==> src/rtl/core/sha1pm_pkg.sv <==
// Package for the SHA-1 midstate prefix match unit.
// Holds pipeline types, register index codes and the round functions.
// No dependencies.
`timescale 1ns / 1ps

package sha1pm_pkg;

  localparam int unsigned NumRounds = 80;
  localparam int unsigned RndW      = 7;
  localparam int unsigned SaltW     = 48;
  localparam int unsigned InW       = 560;  // 48 + 8 * 64, whole bytes
  localparam int unsigned OutW      = 216;  // 1 + 64 + 64 + 32 + 48 = 209, padded
  localparam int unsigned OutPadW   = 7;
  localparam int unsigned CfgIdxW   = 3;
  localparam int unsigned CfgDataW  = 64;

  localparam logic [CfgIdxW-1:0] REG_MIDSTATE_AB  = 3'd0;
  localparam logic [CfgIdxW-1:0] REG_MIDSTATE_CD  = 3'd1;
  localparam logic [CfgIdxW-1:0] REG_MIDSTATE_E   = 3'd2;
  localparam logic [CfgIdxW-1:0] REG_MATCH_MASK   = 3'd3;
  localparam logic [CfgIdxW-1:0] REG_MATCH_TARGET = 3'd4;
  localparam logic [CfgIdxW-1:0] REG_SECOND_EN    = 3'd5;

  localparam logic [31:0] K0 = 32'h5A827999;
  localparam logic [31:0] K1 = 32'h6ED9EBA1;
  localparam logic [31:0] K2 = 32'h8F1BBCDC;
  localparam logic [31:0] K3 = 32'hCA62C1D6;

  typedef struct packed {
    logic [31:0]       a;
    logic [31:0]       b;
    logic [31:0]       c;
    logic [31:0]       d;
    logic [31:0]       e;
    logic [15:0][31:0] w;    // sliding schedule window, w[0] is the current word
    logic [SaltW-1:0]  salt;
  } state_t;

  typedef struct packed {
    logic [63:0] midstate_ab;
    logic [63:0] midstate_cd;
    logic [31:0] midstate_e;
    logic [63:0] match_mask;
    logic [63:0] match_target;
    logic        second_en;
  } cfg_t;

  function automatic logic [31:0] rotl1(input logic [31:0] x);
    return {x[30:0], x[31]};
  endfunction

  function automatic logic [31:0] rotl5(input logic [31:0] x);
    return {x[26:0], x[31:27]};
  endfunction

  function automatic logic [31:0] rotl30(input logic [31:0] x);
    return {x[1:0], x[31:2]};
  endfunction

  function automatic logic [31:0] round_k(input logic [RndW-1:0] t);
    logic [31:0] k;
    priority if (t < RndW'(20)) k = K0;
    else if (t < RndW'(40))     k = K1;
    else if (t < RndW'(60))     k = K2;
    else                        k = K3;
    return k;
  endfunction

  function automatic logic [31:0] round_f(input logic [RndW-1:0] t,
                                          input logic [31:0] b,
                                          input logic [31:0] c,
                                          input logic [31:0] d);
    logic [31:0] f;
    priority if (t < RndW'(20)) f = (b & c) | (~b & d);
    else if (t < RndW'(40))     f = b ^ c ^ d;
    else if (t < RndW'(60))     f = (b & c) | (b & d) | (c & d);
    else                        f = b ^ c ^ d;
    return f;
  endfunction

endpackage

==> src/rtl/core/sha1pm_round.sv <==
// One SHA-1 round stage: round update plus schedule window shift, registered.
// Depends on sha1pm_pkg.
`timescale 1ns / 1ps

module sha1pm_round (
  input  logic                         clk_i,
  input  logic                         rst_ni,
  input  logic                         en_i,
  input  logic [sha1pm_pkg::RndW-1:0]  rnd_i,
  input  logic                         valid_i,
  input  sha1pm_pkg::state_t           st_i,
  output logic                         valid_o,
  output sha1pm_pkg::state_t           st_o
);

  logic               valid_q;
  sha1pm_pkg::state_t st_q, st_d;
  logic [31:0]        f, sum, w_new;

  always_comb begin
    f     = sha1pm_pkg::round_f(rnd_i, st_i.b, st_i.c, st_i.d);
    sum   = sha1pm_pkg::rotl5(st_i.a) + f + st_i.e + sha1pm_pkg::round_k(rnd_i) + st_i.w[0];
    w_new = sha1pm_pkg::rotl1(st_i.w[13] ^ st_i.w[8] ^ st_i.w[2] ^ st_i.w[0]);
    st_d      = st_i;
    st_d.a    = sum;
    st_d.b    = st_i.a;
    st_d.c    = sha1pm_pkg::rotl30(st_i.b);
    st_d.d    = st_i.c;
    st_d.e    = st_i.d;
    st_d.w    = {w_new, st_i.w[15:1]};
  end

  always_ff @(posedge clk_i or negedge rst_ni) begin
    if (!rst_ni) begin
      valid_q <= 1'b0;
    end else if (en_i) begin
      valid_q <= valid_i;
    end
  end

  always_ff @(posedge clk_i) begin
    if (en_i) begin
      st_q <= st_d;
    end
  end

  assign valid_o = valid_q;
  assign st_o    = st_q;

endmodule

==> config.mk <==
export PLATFORM = sky130hd
export DESIGN_NAME = sha1pm_round
export DESIGN_NICKNAME = d
export VERILOG_FILES = /design/src/rtl/core/sha1pm_pkg.sv /design/src/rtl/core/sha1pm_round.sv
export SDC_FILE = /design/constraint.sdc
export NUM_CORES = 1
export LEC_CHECK = 0
export ABC_AREA = 1
export ABC_CLOCK_PERIOD_IN_PS = 1000
export BUFFER_PORTS_ARGS = -buffer_cell sky130_fd_sc_hd__buf_2
export CAP_MARGIN = 10
export CELL_PAD_IN_SITES_DETAIL_PLACEMENT = 1
export CELL_PAD_IN_SITES_GLOBAL_PLACEMENT = 1
export CORE_AREA = 5 5 568 570
export DETAILED_ROUTE_END_ITERATION = 8
export DIE_AREA = 0 0 573 575
export PLACE_DENSITY = 0.34
export SKIP_LAST_GASP = 1
export SLEW_MARGIN = 20
export SYNTH_ARGS = -nofsm -noshare
export SYNTH_HDL_FRONTEND = slang
export SYNTH_SLANG_ARGS = --single-unit
==> constraint.sdc <==
create_clock -name clk_i -period 1 [get_ports clk_i]
set_clock_uncertainty 0.15 [all_clocks]
set_input_delay 0.3 -clock clk_i [delete_from_list [all_inputs] [get_ports clk_i]]
set_output_delay 0.3 -clock clk_i [all_outputs]
set_load 0.05 [all_outputs]
After elaboration in Yosys (flattened, before gate mapping)
Cells that the tools add are included.
{ "classes": {"addsub": 4, "multipliers": 0, "div_mod_pow": 0, "n_lt_le_gt_ge": 3, "eq_ne": 0, "shifts": 0, "mux": 6, "bitwise": 13, "reduce_logical": 0} }
{ "ops": {"columns": ["op", "n"], "rows": [
  ["32-bit 2-to-1 mux", 5],
  ["32-bit bitwise XOR", 5],
  ["32-bit adder", 4],
  ["32-bit AND", 4],
  ["32-bit bitwise OR", 3],
  ["32-bit NOT", 1],
  ["31-bit 2-to-1 mux", 1],
  ["7-bit by 6-bit less-than comparator with 1-bit output (second input constant)", 2],
  ["7-bit by 5-bit less-than comparator with 1-bit output (second input constant)", 1]
]} }
{ "totals": {"ff_bits": 721, "latchBits": 0, "mem_bits_rw": 0, "romBits": 0, "input_bits": 731, "out_inout_bits": 721, "word_cells": 49, "n_memories": 0} }

Longest topological paths before layout
{ "depth": {"ltp_word": 10, "ltp_mapped": 25, "mapped_depth_nobuf": 24} }

Least setup slack after synthesis
Ideal clock, no wire load.
{ "synth_timing": {"path_kind": "input -> register", "start": "in rnd_i[4] (netlist bit)", "end": "reg st_q, in the netlist st_o[719] (data pin)", "setup_ps": 252, "arrival_ps": 3366, "required_time_ps": 598, "slack_ps": -2768, "cell_stages": 22, "path_buffers": 1, "path_cell_list": "nand2_2 -> nand4_1 -> clkinv_1 -> buf_2 -> nor2_1 -> inv_1 -> fa_1 -> inv_1 -> fa_1 -> inv_1 -> ha_1 -> nand2_1 -> nor2_1 -> nand2_1 -> nand3_1 -> nand2_1 -> nand2_1 -> nand2_1 -> nand2_1 -> inv_1 -> nand2_1 -> nand2_1"} }
{ "synth_rtl": {"columns": ["element", "line_no", "text"], "rows": [
  ["start, declared", "sha1pm_round.sv:9", "input logic [sha1pm_pkg::RndW-1:0] rnd_i,"],
  ["end signal, assigned", "sha1pm_round.sv:43", "st_q <= st_d;"],
  ["end, declared", "sha1pm_round.sv:17", "sha1pm_pkg::state_t st_q, st_d;"]
]} }

==> summary.md <==
| Metric | Value |
|---|---|
| Status | `complete, but fails checks` |
| Violated checks | `negative setup slack` |
| R2R cell count | `1` |
| Largest net degree at the start of global routing | `66` |
| 1st-pass router iterations | `5` |
| GRT overflow | `0` |
| Post-synthesis cell area | `29100 sq um` |
| Fmax | `307 MHz` |
| Sequential Power Share | `28.5%` |
| Core box area | `317000 sq um` |
| Placer Congestion | `0.839` |
| Fin nets | `5498` |
| Yosys cell types | `39` |
| Reg-to-reg startpoint | `valid_o` |
| CTS root buf | `clkbuf_16` |
| Worst-margin pin slew | `511 ps` |
| Tcrit/Tclk final | `326%` |
| Synth Instances | `1798` |
| Io pins | `1452` |
| Switching share of total power | `37.8%` |
| Pre-CTS WS | `-3680 ps` |
| Die Wd | `573 um` |
| Die Y | `575 um` |
| Post-DP HPWL | `197000 um` |
| Gr usage total | `13.7%` |
| CTS Sinks | `721` |
| Synthesis Warnings | `0` |
| Clk buf depth | `4` |
| Clk Latency, worst-skew pair | `810 ps` |
| CTS tree | `yes` |
| DRC | `0` |
| Reg2reg setup slack | `70 ps` |
| Routed Antenna Nets | `0` |
| Tmin final | `3260 ps` |
| Pins Over Slew Limit | `0` |
| Peak VDD IR | `0.00143 V` |
| Worst Path Arrival | `3660 ps` |
| Post-synth top area cell | `edfxtp_1` |
| Routed wire per std cell | `26.3 um` |
| Terminus of the critical flop-to-flop path | `valid_o` |
| Fin. Hold Viols | `0` |
| Via density | `3.04` |
| Worst Hold Class | `in -> reg` |
| TritonCTS Buffers | `103` |
| PD cells | `2090 nW/um^2` |
| Via count of the first global-routing pass | `29859` |
| Share of Yosys cell area claimed by the top area cell type | `74.3%` |
| Synth-to-Final Area Change | `134%` |
| Placed cells | `7718` |
| Ratio of cells with drive above 1 in the final layout | `47.2%` |
| Final Worst Setup Slack | `-2260 ps` |
| Static leakage | `27.9 nW` |
| Comb pwr share | `44.9%` |
| Internal power | `0.0884 W` |
| Synth Register Bits | `721` |
| CP Data Required Time | `1400 ps` |
| First-pass GRT wire length | `302000 um` |
| Post-synth net total | `2686` |
| Startpoint Class | `primary input` |
| Vias post-DR | `27083` |
| CP Max Fanout | `15` |
| Final setup viols | `1742` |
| Dominant cells by area after synthesis | `edfxtp_1, fa_1, inv_1, nand2_1, xnor2_1` |
| Drt initial violations | `1252` |
| Non-Filler Instances | `8903` |
| Clock transition at the registers of the reported paths | `60 ps` |
| Synthesized area per cell | `16.2 sq um` |
| Max-cap check violation count | `0` |
| FP Rows | `207` |
| CTS HTree Levels | `3` |
| Hold path depth | `2` |
| Worst hold margin | `40.2 ps` |
| Die Area | `329000 sq um` |
| Post-Route WL | `234000 um` |
| Crit Path Category | `in -> reg` |
| Crit path capture | `st_o[712]` |
| CP startpoint | `rnd_i[3]` |
| Initial core utilization | `9.19%` |
| Slew headroom | `65.8%` |
| Fin util | `21.5%` |
| Seq/Total Area, Yosys | `74.3%` |
| Count of port buffers added during placement | `1449` |
| Clock power share | `26.6%` |
| Initial antenna violation count | `110` |
| Unrepaired setup endpoints after global routing | `true` |
| Psw | `0.0537 W` |
| CP endpoint kind | `flop` |
flip-flops by register name (all words and copies together), names as in the netlist:
register / count
valid_o: 1
st_o: 720
critical path: stages:
cell and delay [ps]:
buf_12 120, o21ai_4 170, nand2_4 100, nand2_8 130, buf_6 160, inv_4 50
buf_12 150, nand2_1 120, nand3_2 100, fa_2 390, fa_2 500, ha_4 370
nand2_4 80, buf_4 140, nor4_4 350, nand3_1 150, nand4_1 100, nand2_1 70
cells in the mapped netlist:
| library cell | n |
|---|---|
| nor2_4 | 2 |
| xor2_1 | 47 |
| nor2_1 | 49 |
| clkinv_1 | 1 |
| edfxtp_1 | 720 |
| fa_1 | 112 |
| nand2_1 | 238 |
| buf_6 | 5 |
| nand3_1 | 34 |
| nand4_1 | 8 |
| o221a_2 | 6 |
| mux2_2 | 1 |
| o21ai_2 | 1 |
| a221oi_1 | 1 |
| and2_1 | 1 |
| a221oi_2 | 16 |
| inv_4 | 1 |
| o22ai_1 | 1 |
| mux2i_1 | 1 |
| buf_4 | 3 |
| xnor2_1 | 73 |
| buf_2 | 2 |
| nor3_1 | 6 |
| o221ai_1 | 4 |
| o21ai_0 | 11 |
| nor4_1 | 3 |
| a21oi_1 | 56 |
| dfrtp_1 | 1 |
| inv_1 | 319 |
| ha_1 | 45 |
| o211ai_1 | 7 |
| nand2_4 | 2 |
| nand3b_1 | 2 |
| o21bai_1 | 7 |
| and3_1 | 1 |
| nand2_2 | 2 |
| a21boi_0 | 1 |
| inv_2 | 2 |
| a21o_1 | 6 |
placed cells by master, fill, tap and decap left out, types with 25 or more instances in the layout:
cell           netlist  layout
dlygate4sd3_1        0     936
edfxtp_1           720     720
buf_2                2     712
buf_12               0     541
inv_1              319     268
buf_4                3     268
buf_6                5     255
nand2_1            238     176
clkbuf_16            0     104
fa_1               112     102
xnor2_1             73      71
xor2_1              47      44
inv_2                2      40
diode_2              0      38
nand2_2              2      35
ha_4                 0      32
a21oi_1             56      29
nand3_1             34      25
power by group through the flow:
stage	Sequential (W)	Combinational (W)	Clock, W
final	0.0405	0.0638	0.0378
after global routing	0.0407	0.0677	0.0405
after CTS	0.0405	0.0630	0.0395
after detailed placement	0.0407	0.0539	0
after global placement	0.0409	0.0542	0
after floorplan	0.0496	0.0145	0
what timing repair did:
action / 4_1_cts / 5_1_grt
gates resized for setup: 662 / 90
hold endpoints to repair: 1003 / 133
gates cloned: 0 / 0
setup endpoints to repair: 753 / 1707
setup buffers: 24 / 16
pin swaps: 71 / 65
hold buffers: 936 / 1
worst min-delay path by stage:
stage	from	end	slack, ps
floorplan	rst_ni	valid_o	-150
global placement	rst_ni	valid_o	-70
detailed placement	rst_ni	valid_o	-70
CTS	st_i[222]	st_o[190]	-20
global route	st_i[222]	st_o[190]	-20
finish	st_i[222]	st_o[190]	40
per-layer routing:
layer,GRT usage (%),part of all wire (%),vias up
met5,0,0.13,-
met4,2.93,2.3,50
met3,4.39,7.5,258
met2,24.9,51,1098
met1,15.5,39,13797
li1,-,-,11880
cell type report:
| cell class | count | area (sq um) |
|---|---|---|
| clock inverter | 61 | 724 |
| fill | 35116 | 249000 |
| sequential | 721 | 21600 |
| antenna | 38 | 95.1 |
| inverter | 323 | 1290 |
| multi-input combinational | 744 | 7690 |
| tap | 4180 | 5230 |
| timing repair buffer | 2717 | 28700 |
| clock buffer | 119 | 2660 |
cell families (layout without fill, tap and decap cells):
kind of cell | count (synthesis) | in the layout | share of synthesized area (%)
compound gates | 117 | 117 | 2.95
fa+ha+maj | 157 | 157 | 9.63
simple gates | 348 | 348 | 4.92
mux | 2 | 2 | 0.0730
other cells | 0 | 38 | 0
xor+xnor | 120 | 120 | 3.61
flops | 721 | 721 | 74.3
buf+inv | 333 | 3220 | 4.48
through the flow:
stage	area, sq um	power (W)	setup TNS (ps)
after floorplan	29700	0.0641	-105360
after global placement	52300	0.0951	-491530
after detailed placement	52300	0.0946	-484400
after CTS	67500	0.143	-1067840
after global routing	68000	0.149	-1103590
final	68100	0.142	-1082490
Power figures use the tool's default switching activity.
