--- src/rtl/core/sha1pm_pkg.sv ---
// Package for the SHA-1 midstate prefix match unit.
// Holds pipeline types, register index codes and the round functions.
// No dependencies.
`timescale 1ns / 1ps

package sha1pm_pkg;

  localparam int unsigned NumRounds = 80;
  localparam int unsigned RndW      = 7;
  localparam int unsigned SaltW     = 48;
  localparam int unsigned InW       = 560;  // 48 + 8 * 64, whole bytes
  localparam int unsigned OutW      = 216;  // 1 + 64 + 64 + 32 + 48 = 209, padded
  localparam int unsigned OutPadW   = 7;
  localparam int unsigned CfgIdxW   = 3;
  localparam int unsigned CfgDataW  = 64;

  localparam logic [CfgIdxW-1:0] REG_MIDSTATE_AB  = 3'd0;
  localparam logic [CfgIdxW-1:0] REG_MIDSTATE_CD  = 3'd1;
  localparam logic [CfgIdxW-1:0] REG_MIDSTATE_E   = 3'd2;
  localparam logic [CfgIdxW-1:0] REG_MATCH_MASK   = 3'd3;
  localparam logic [CfgIdxW-1:0] REG_MATCH_TARGET = 3'd4;
  localparam logic [CfgIdxW-1:0] REG_SECOND_EN    = 3'd5;

  localparam logic [31:0] K0 = 32'h5A827999;
  localparam logic [31:0] K1 = 32'h6ED9EBA1;
  localparam logic [31:0] K2 = 32'h8F1BBCDC;
  localparam logic [31:0] K3 = 32'hCA62C1D6;

  typedef struct packed {
    logic [31:0]       a;
    logic [31:0]       b;
    logic [31:0]       c;
    logic [31:0]       d;
    logic [31:0]       e;
    logic [15:0][31:0] w;    // sliding schedule window, w[0] is the current word
    logic [SaltW-1:0]  salt;
  } state_t;

  typedef struct packed {
    logic [63:0] midstate_ab;
    logic [63:0] midstate_cd;
    logic [31:0] midstate_e;
    logic [63:0] match_mask;
    logic [63:0] match_target;
    logic        second_en;
  } cfg_t;

  function automatic logic [31:0] rotl1(input logic [31:0] x);
    return {x[30:0], x[31]};
  endfunction

  function automatic logic [31:0] rotl5(input logic [31:0] x);
    return {x[26:0], x[31:27]};
  endfunction

  function automatic logic [31:0] rotl30(input logic [31:0] x);
    return {x[1:0], x[31:2]};
  endfunction

  function automatic logic [31:0] round_k(input logic [RndW-1:0] t);
    logic [31:0] k;
    priority if (t < RndW'(20)) k = K0;
    else if (t < RndW'(40))     k = K1;
    else if (t < RndW'(60))     k = K2;
    else                        k = K3;
    return k;
  endfunction

  function automatic logic [31:0] round_f(input logic [RndW-1:0] t,
                                          input logic [31:0] b,
                                          input logic [31:0] c,
                                          input logic [31:0] d);
    logic [31:0] f;
    priority if (t < RndW'(20)) f = (b & c) | (~b & d);
    else if (t < RndW'(40))     f = b ^ c ^ d;
    else if (t < RndW'(60))     f = (b & c) | (b & d) | (c & d);
    else                        f = b ^ c ^ d;
    return f;
  endfunction

endpackage

--- src/rtl/core/sha1pm_final.sv ---
// Final stage: midstate feed-forward, masked prefix compare, output register.
// Depends on sha1pm_pkg.
`timescale 1ns / 1ps

module sha1pm_final (
  input  logic                          clk_i,
  input  logic                          rst_ni,
  input  logic                          en_i,
  input  logic                          valid_i,
  input  sha1pm_pkg::state_t            st_i,
  input  sha1pm_pkg::cfg_t              cfg_i,
  output logic                          valid_o,
  output logic [sha1pm_pkg::OutW-1:0]   data_o
);

  logic [31:0]                 d0, d1, d2, d3, d4;
  logic                        hit_w0, hit_w1, match;
  logic                        valid_q;
  logic [sha1pm_pkg::OutW-1:0] data_q, data_d;

  always_comb begin
    d0     = cfg_i.midstate_ab[63:32] + st_i.a;
    d1     = cfg_i.midstate_ab[31:0]  + st_i.b;
    d2     = cfg_i.midstate_cd[63:32] + st_i.c;
    d3     = cfg_i.midstate_cd[31:0]  + st_i.d;
    d4     = cfg_i.midstate_e         + st_i.e;
    hit_w0 = (d0 & cfg_i.match_mask[63:32]) == cfg_i.match_target[63:32];
    hit_w1 = (d1 & cfg_i.match_mask[31:0])  == cfg_i.match_target[31:0];
    match  = hit_w0 && (!cfg_i.second_en || hit_w1);
    data_d = {{sha1pm_pkg::OutPadW{1'b0}}, st_i.salt, d4, d2, d3, d0, d1, match};
  end

  always_ff @(posedge clk_i or negedge rst_ni) begin
    if (!rst_ni) begin
      valid_q <= 1'b0;
    end else if (en_i) begin
      valid_q <= valid_i;
    end
  end

  always_ff @(posedge clk_i) begin
    if (en_i) begin
      data_q <= data_d;
    end
  end

  assign valid_o = valid_q;
  assign data_o  = data_q;

endmodule
--- config.mk ---
export PLATFORM = sky130hd
export DESIGN_NAME = sha1pm_final
export DESIGN_NICKNAME = d
export VERILOG_FILES = /design/src/rtl/core/sha1pm_pkg.sv /design/src/rtl/core/sha1pm_final.sv
export SDC_FILE = /design/constraint.sdc
export NUM_CORES = 1
export LEC_CHECK = 0
export ABC_AREA = 1
export BUFFER_PORTS_ARGS = -buffer_cell sky130_fd_sc_hd__buf_2
export CAP_MARGIN = 40
export CELL_PAD_IN_SITES_DETAIL_PLACEMENT = 0
export CELL_PAD_IN_SITES_GLOBAL_PLACEMENT = 2
export CORE_AREA = 4 4 479 481
export CTS_BUF_LIST = sky130_fd_sc_hd__clkbuf_8
export CTS_CLUSTER_SIZE = 30
export DETAILED_ROUTE_END_ITERATION = 16
export DIE_AREA = 0 0 483 485
export PLACE_DENSITY = 0.46
export SYNTH_ARGS = -nofsm -noshare
export SYNTH_HDL_FRONTEND = slang
export SYNTH_SLANG_ARGS = --single-unit
--- constraint.sdc ---
create_clock -name clk_i -period 1.78 [get_ports clk_i]
set_clock_uncertainty 0.05 [all_clocks]
set_input_delay 0.356 -clock clk_i [delete_from_list [all_inputs] [get_ports clk_i]]
set_output_delay 0.356 -clock clk_i [all_outputs]
set_load 0.05 [all_outputs]
# After elaboration in Yosys (flattened, before gate mapping)
# Index checks and enable logic that the tools add are counted.
# classes
bitwise	2
n_addsub	5
n_eq_ne	2
mux	0
div_mod_pow	0
shift	0
mul	0
n_reduce_logical	3
n_lt_le_gt_ge	0
# op_table
cell	n
$add 32x32->32	5
$and 32x32->32	2
$eq 32x32->1	2
$logic_and 1x1->1	1
$logic_not 1->1	1
$logic_or 1x1->1	1
# totals
latch_bits	0
romBits	0
ramBits	0
input_bits	1013
word_cells	14
n_memories	0
register_bits	210
output_inout_bits	217

# Logic depth before layout (Yosys ltp)
# Gate-level depths: netlist of the first run.
# depth
word_depth	5
depth_mapped	21

# Worst setup path before layout of the first run
# No wires, ideal clock.
# synth_timing
kind	input-to-reg
startpoint	in st_i[592] (netlist bit)
endpoint	reg data_q (netlist bit data_o[89]), data pin
t_arrival_ns	2.116
n_path_buf	0
stages	10
slack_ns	-0.645
cell_sequence	ha_1 inv_1 fa_1 o21ai_1 a21oi_1 o21ai_2 a21boi_0 o21ai_0 a31oi_1 xnor2_1
# synth_via
elab_chain_cells	1
# synth_rtl
item	line	source
from (decl)	sha1pm_final.sv:10	input sha1pm_pkg::state_t st_i,
$add 32x32->32	sha1pm_final.sv:25	d3 = cfg_i.midstate_cd[31:0] + st_i.d;
named net d3[24]	sha1pm_final.sv:16	logic [31:0] d0, d1, d2, d3, d4;
to (signal assigned)	sha1pm_final.sv:43	data_q <= data_d;
to (decl)	sha1pm_final.sv:19	logic [sha1pm_pkg::OutW-1:0] data_q, data_d;
# The timed path passes the listed nets, and every way through them passes these cells.
# A chain may end at the register's enable or synchronous reset.

# Worst setup path in the final report of the first run
# layout_timing
startpoint	in st_i[688] (netlist bit)
endpoint	reg data_q (netlist bit data_o[0]), data pin
# layout_via
elab_chain_cells	4
# layout_rtl
item	line	source
$add 32x32->32	sha1pm_final.sv:22	d0 = cfg_i.midstate_ab[63:32] + st_i.a;
named net d0[8]	sha1pm_final.sv:16	
$and 32x32->32	sha1pm_final.sv:27	hit_w0 = (d0 & cfg_i.match_mask[63:32]) == cfg_i.match_target[63:32];
$eq 32x32->1	sha1pm_final.sv:27	
$logic_and 1x1->1	sha1pm_final.sv:29	match = hit_w0 && (!cfg_i.second_en || hit_w1);
named net match	sha1pm_final.sv:17	logic hit_w0, hit_w1, match;
# The timed path passes the listed nets, and every way through them passes these cells.

==> results of run 1 <==
[cells in the final DEF, fill, tap and decap left out, types with 40 or more instances in the layout]
master           n
nand2_2         96
clkbuf_8        52
buf_6          226
xor2_1          63
edfxtp_1       209
a21oi_1         95
nand3_1        136
dlygate4sd3_1   67
buf_2          490
nand2_1        713
buf_4          654
a21oi_2         40
ha_1            76
inv_1          411
nor2_1         146
ha_4            68
[power groups by stage]
stage	logic (uW)	registers (uW)	clock network, uW
after floorplan	3480	9030	0
after global placement	11600	6760	0
after detailed placement	11600	6760	0
after CTS	12800	6850	7130
after global routing	13900	6870	7280
final	12800	6800	6580
[cells in the mapped netlist, types with 10 or more instances]
master and number:
o21ai_1 16, nor3_1 25, a21o_1 10, a31oi_1 18, a21oi_1 144, xnor2_1 37
nor2_1 178, xor2_1 75, nand3_1 168, nand4_1 31, inv_1 409, ha_1 155
o21ai_0 29, nand3b_1 28, edfxtp_1 209, nand2_2 16, nand2_1 799, and2_1 26
[how the worst min path moves through the flow]
stage | start | to | slack [ns] | cells after the start
floorplan | rst_ni | valid_o | 0.01 | 0
global placement | rst_ni | valid_o | 0.08 | 1
detailed placement | rst_ni | valid_o | 0.08 | 1
CTS | cfg_i[131] | data_o[131] | 0.002 | 4
global route | st_i[562] | data_o[131] | 0.04 | 4
finish | st_i[562] | data_o[131] | 0.11 | 4
[per-layer routing]
layer	global-route usage, %	vias up	wire length, microns
met4	2.75	38	3110
met3	3.26	200	8790
met5	0	-	250
met2	19.5	664	65600
li1	-	11000	-
met1	12.0	9731	52300
[cell type report]
type	count	area [sq um]
timing repair buffer	1450	10800
clock buffer	52	716
fill	25900	189000
tap	2992	3740
clock inverter	44	363
multi-input combinational	1816	12000
inverter	410	1540
sequential	210	6300
antenna	35	87.6
[flip-flops by register name (all words and copies together) (netlist names)]
| name | cells |
|---|---|
| data_o | 209 |
| valid_o | 1 |
[per-stage QoR]
step	TNS (ns)	cell area, sq um	setup slack [ns]	hold WS [ns]	instances
final	-1.96	35600	-0.534	0.113	7009
after global routing	-12.05	35500	-0.577	0.0361	6995
after CTS	-15.87	34600	-0.456	0.00174	6960
after detailed placement	-85.51	31200	-2.26	0.0838	6800
after global placement	-87.20	31200	-2.26	0.0809	6800
after floorplan	-12.41	18800	-0.488	0.0104	2443
[repair_timing]
action / CTS / global route
gates resized for setup: 511 / 165
hold buffers: 67 / 0
pin swaps: 24 / 84
buffers inserted: 0 / 15
endpoints found under the setup margin: 228 / 230
endpoints found under the hold margin: 107 / 0
[cells by family (layout without fill, tap and decap cells)]
logic type               after synthesis  count (layout)
buffers and inverters                417            1956
other                                  1              42
flip-flops                           210             210
AO/OA/AOI/OAI                        250             250
multiplexers                           1               1
AND/OR/NAND/NOR                     1285            1285
XOR/XNOR                             113             113
adder cells (fa/ha/maj)              160             160
==> impl_metrics.env, run 1 <==
export IMPL_status="finished with violations"
export IMPL_violations="negative setup slack"
export IMPL_antenna_found_initial=95
export IMPL_syn_inst=2437
export IMPL_start_util_pct=7.90
export IMPL_fmax_mhz=432
export IMPL_end_kind="register"
export IMPL_synth_edff_count=209
export IMPL_gp_congestion=0.809
export IMPL_path_depth=18
export IMPL_async_reset_ff_share_pct=0.476
export IMPL_path_cells="buf_2 > ha_4 > fa_2 > nand3_2 > nand3_4 > nand2_1 > nand2_2 > xor2_1 > buf_4 > buf_4 > nand3b_1 > nand2_1 > buf_12 > nor2_2 > nand2_2 > nor3_4 > nand3_2 > a21oi_2"
export IMPL_worstSkewPairLatency_ns=0.72
export IMPL_wl_per_cell_microns=18.6
export IMPL_hpwl_microns=118000
export IMPL_core_rowCount=174
export IMPL_p_sw_uw=10800
export IMPL_ys_top_cells_by_area="edfxtp_1 35%, nand2_1 17%, ha_1 11%"
export IMPL_crit_buf_inv=4
export IMPL_netSwitchingFraction_pct=41.2
export IMPL_setup_viol=32
export IMPL_synth_ff_type="edfxtp_1"
export IMPL_r2r_end="valid_o"
export IMPL_p_leak_uw=0.0169
export IMPL_comb_power_share_pct=48.8
export IMPL_rr_worst_depth=1
export IMPL_irDropWorstVdd_v=0.000453
export IMPL_worst_path_max_delay_cell="fa_2"
export IMPL_synth_area_sq_mm=0.0178
export IMPL_power_uw=26100
export IMPL_portBuffers=710
export IMPL_root_buffer="clkbuf_8"
export IMPL_synth_adder_area_share_pct=11.5
export IMPL_pwr_share_clk_pct=25.2
export IMPL_fp_dieW_microns=483
export IMPL_min_delay_path_class="input pin to register"
export IMPL_rsz0062_at_grt="yes"
export IMPL_synth_compound_area_share_pct=7.84
export IMPL_post_route_min_period_ns=2.31
export IMPL_via_per_inst=3.08
export IMPL_timing_final_ws_setup_ns=-0.534
export IMPL_rr_startpoint="valid_o"
export IMPL_endpoint="data_o[0]"
export IMPL_cts_sinks=210
export IMPL_firstDrtPassIters=5
export IMPL_synth_seq_cells=210
export IMPL_critPathLaunch="st_i[688]"
export IMPL_drv_slew=0
export IMPL_die_area_sq_mm=0.234
export IMPL_synth_top_family_by_area="simple AND/OR/NAND/NOR gates"
export IMPL_final_net_count=5113
export IMPL_cts_max_level=2
export IMPL_maxCapViolations=0
export IMPL_crit_arrival_ns=2.85
export IMPL_sequentialPowerShare_pct=26.0
export IMPL_worst_path_largest_cell_delay_ns=0.47
export IMPL_cts_buffers=52
export IMPL_fin_crit_sh_pct=130
export IMPL_r2r_slack_ns=0.98
export IMPL_grt_max_degree=28
export IMPL_final_core_util_pct=15.8
export IMPL_vias=21600
export IMPL_worstPathRequired_ns=2.32
export IMPL_seq_area_frac_synth_pct=35.5
export IMPL_yosys_area_share_simple_pct=30.5
export IMPL_io_pins=1230
export IMPL_path_class="input pin to register"
export IMPL_cts_tree="built"
export IMPL_drtIter0Drc=705
export IMPL_synth_xor_xnor_area_share_pct=5.62
export IMPL_yosys_warnings=0
export IMPL_grt_ovfl_total=0
export IMPL_path_max_fanout=4
export IMPL_core_area_sq_mm=0.225
export IMPL_areaGrowthSynthToFinish_pct=100
export IMPL_wl_microns=130000
export IMPL_cp_start_kind="input pin"
export IMPL_crit_family="simple AND/OR/NAND/NOR gates"
export IMPL_hold_viol=0
export IMPL_powerDensity_mw_per_mm2=735
export IMPL_grt_pass1_vias=22500
export IMPL_yosys_area_top_type_share_pct=35.3
export IMPL_clk_pin_slew_worst_paths_ns=0.06
export IMPL_gr_usage_all_layers_pct=10.7
export IMPL_drc=0
export IMPL_yosysTopAreaCell="edfxtp_1"
export IMPL_internal_power_uw=15400
export IMPL_grt_pass1_wl_microns=176000
export IMPL_cts_buffer_depth=3
export IMPL_synth_distinct_cells=41
export IMPL_ant_nets=0
export IMPL_chipHeight_microns=485
export IMPL_drive_gt1_share_pct=46.0
export IMPL_avgSynthCellArea_sq_um=7.29
export IMPL_synth_mux_area_share_pct=0.0634
Power figures use the tool's default switching activity.
==> run 2: changes to the inputs <==
- ABC_AREA: 1 -> not set
- CORE_AREA: 4 4 479 481 -> 4 4 470 472
- DIE_AREA: 0 0 483 485 -> 0 0 474 476
- PLACE_DENSITY: 0.46 -> 0.44
==> impl_metrics.env, run 2 <==
export IMPL_status="finished with violations"
export IMPL_violations="negative setup slack"
export IMPL_synth_seq_cells=210
export IMPL_fin_crit_sh_pct=193
export IMPL_grt_ovfl_total=0
export IMPL_min_delay_path_class="input pin to register"
export IMPL_grt_max_degree=33
export IMPL_slew_headroom_pct=47.0
export IMPL_critPathLaunch="st_i[677]"
export IMPL_post_route_min_period_ns=3.43
export IMPL_synth_edff_count=209
export IMPL_worstSkewPairLatency_ns=0.71
export IMPL_r2r_slack_ns=0.97
export IMPL_powerDensity_mw_per_mm2=753
export IMPL_cts_buffers=50
export IMPL_path_max_fanout=9
export IMPL_cts_max_level=2
export IMPL_worstHoldPathCells=3
export IMPL_crit_arrival_ns=3.92
export IMPL_seq_area_frac_synth_pct=37.3
export IMPL_drv_slew=0
export IMPL_setup_viol=94
export IMPL_fill_cells=24600
export IMPL_areaGrowthSynthToFinish_pct=111
export IMPL_maxCapViolations=0
export IMPL_firstDrtPassIters=6
export IMPL_vias=20100
export IMPL_path_class="input pin to register"
export IMPL_seq_area_sq_mm=0.00630
export IMPL_cts_tree="built"
export IMPL_largest_register_ffs=209
export IMPL_antenna_found_initial=96
export IMPL_grt_pass1_vias=21100
export IMPL_gr_usage_all_layers_pct=11.2
export IMPL_drtIter0Drc=826
export IMPL_fp_dieW_microns=474
export IMPL_core_area_sq_mm=0.217
export IMPL_worstPathRequired_ns=2.28
export IMPL_grt_pass1_wl_microns=174000
export IMPL_synth_area_sq_mm=0.0169
export IMPL_end_kind="register"
export IMPL_fmax_mhz=292
export IMPL_irDropWorstVdd_v=0.000464
export IMPL_rsz0062_at_grt="yes"
export IMPL_synth_top_cells_by_count="209 x edfxtp_1, 155 x ha_1, 144 x a21oi_1"
export IMPL_avgSynthCellArea_sq_um=9.68
export IMPL_setup_tns_ns=-36.43
export IMPL_multi_input_area_sq_mm=0.0125
export IMPL_async_reset_ff_share_pct=0.476
export IMPL_drc=0
export IMPL_cts_sinks=210
export IMPL_io_pins=1230
export IMPL_yosys_warnings=0
export IMPL_final_net_count=4459
export IMPL_tightest_slew_ns=0.788
export IMPL_hpwl_microns=118000
export IMPL_synth_ff_type="edfxtp_1"
export IMPL_drive_gt1_share_pct=56.3
export IMPL_synth_most_common_cell="edfxtp_1"
export IMPL_cts_buffer_depth=3
export IMPL_portBuffers=710
export IMPL_p_leak_uw=0.0151
export IMPL_min_from="st_i[621]"
export IMPL_rr_startpoint="valid_o"
export IMPL_yosys_area_top_type_share_pct=37.2
export IMPL_via_per_inst=3.24
export IMPL_syn_inst=1743
export IMPL_gp_congestion=0.821
export IMPL_start_util_pct=7.79
export IMPL_die_area_sq_mm=0.226
export IMPL_timing_final_ws_setup_ns=-1.65
export IMPL_power_uw=26800
export IMPL_chipHeight_microns=476
export IMPL_core_rowCount=171
export IMPL_r2r_end="valid_o"
export IMPL_ant_nets=0
export IMPL_final_core_util_pct=16.4
export IMPL_clk_pin_slew_worst_paths_ns=0.06
export IMPL_final_cell_mix="672 x buf_4, 476 x buf_2, 277 x buf_6"
export IMPL_synth_distinct_cells=94
export IMPL_endpoint="data_o[0]"
export IMPL_wl_per_cell_microns=21.3
export IMPL_wl_microns=132000
export IMPL_rr_worst_depth=1
export IMPL_final_common_cell="buf_4"
export IMPL_hold_viol=0
export IMPL_root_buffer="clkbuf_8"
export IMPL_yosysTopAreaCell="edfxtp_1"
export IMPL_ys_top_cells_by_area="edfxtp_1 37%, ha_1 11%, xnor2_1 6.3%"
export IMPL_cp_start_kind="input pin"
-- run 2: changes by cell type after synthesis, moves of 29 or more --
cell / change
nand2_1: -668
inv_1: -336
nand3_1: -130
xnor2_1: +85
nor2_1: -56
a21o_1: +55
o21ai_0: +55
nor2b_1: +35
clkbuf_1: +31
nand2b_1: +29
-- run 2: cell families (layout without fill, tap and decap cells) --
group / count (synthesis) / after routing / share of synthesized area [%]
mux: 29 / 29 / 1.85
other cells: 1 / 42 / 0.0222
simple gates: 518 / 518 / 15.4
buf+inv: 122 / 1695 / 3.01
flops: 210 / 210 / 37.3
compound gates: 532 / 532 / 21.4
xor+xnor: 171 / 171 / 8.88
fa+ha+maj: 160 / 160 / 12.1
-- run 2: power by group --
| part | internal, uW | switching, uW | leakage, uW |
|---|---|---|---|
| logic | 6070 | 7620 | 0.0125 |
| clock network | 3360 | 2920 | 0.000541 |
| registers | 6410 | 390 | 0.00206 |
| total | 15800 | 10900 | 0.0151 |
-- run 2: repair_timing --
action                                  in CTS  in global routing
hold endpoints to repair                   100                  0
hold buffers                                87                  0
pin swaps                                  174                 92
resized for setup                          699                 98
buffers inserted                            56                 27
endpoints found under the setup margin     291                284
-- run 2: worst min-delay path by stage --
stage / endpoint / slack (ns)
final: data_o[94] / 0.15
after detailed placement: valid_o / 0.16
after floorplan: valid_o / 0.01
after global routing: data_o[154] / 0.06
after global placement: valid_o / 0.16
after CTS: data_o[83] / 0.003
-- run 2: per-layer routing --
layer  wire [microns]  up-vias  global-route usage, %
li1                 -     9726                      -
met1            52700     9505                   12.8
met2            67500      662                   20.4
met3             9290      210                   3.43
met4             2390       46                   2.42
met5              297        -                      0
-- run 2: area by class of cell --
type,instances,share of cell area (%)
sequential,210,17.7
timing repair buffer,1534,33.2
antenna,35,0.246
clock inverter,37,0.802
multi-input combinational,1417,35.2
tap,2854,10.0
clock buffer,51,1.97
inverter,73,0.778
-- run 2: worst max-delay path, cell delays in order --
cell and delay, ns:
buf_2 0.10, ha_1 0.34, buf_4 0.22, a21oi_4 0.23, a21oi_1 0.10, a211o_1 0.38, o2bb2a_2 0.34, nand4_1 0.09
or4_1 0.51, nor4_1 0.27, nand4_1 0.30, o41ai_2 0.30, buf_4 0.17, nand4_1 0.08, nor3_2 0.14
-- run 2: through the flow --
stage | instances | setup slack [ns] | area (sq um) | hold WS (ns)
3_5_place_dp | 5953 | -3.02 | 30000 | 0.163
5_1_grt | 6201 | -1.69 | 35500 | 0.0591
4_1_cts | 6163 | -1.62 | 34900 | 0.00347
6_report | 6211 | -1.65 | 35600 | 0.150
3_3_place_gp | 5953 | -3.17 | 30000 | 0.163
2_1_floorplan | 1749 | -1.60 | 17900 | 0.0104
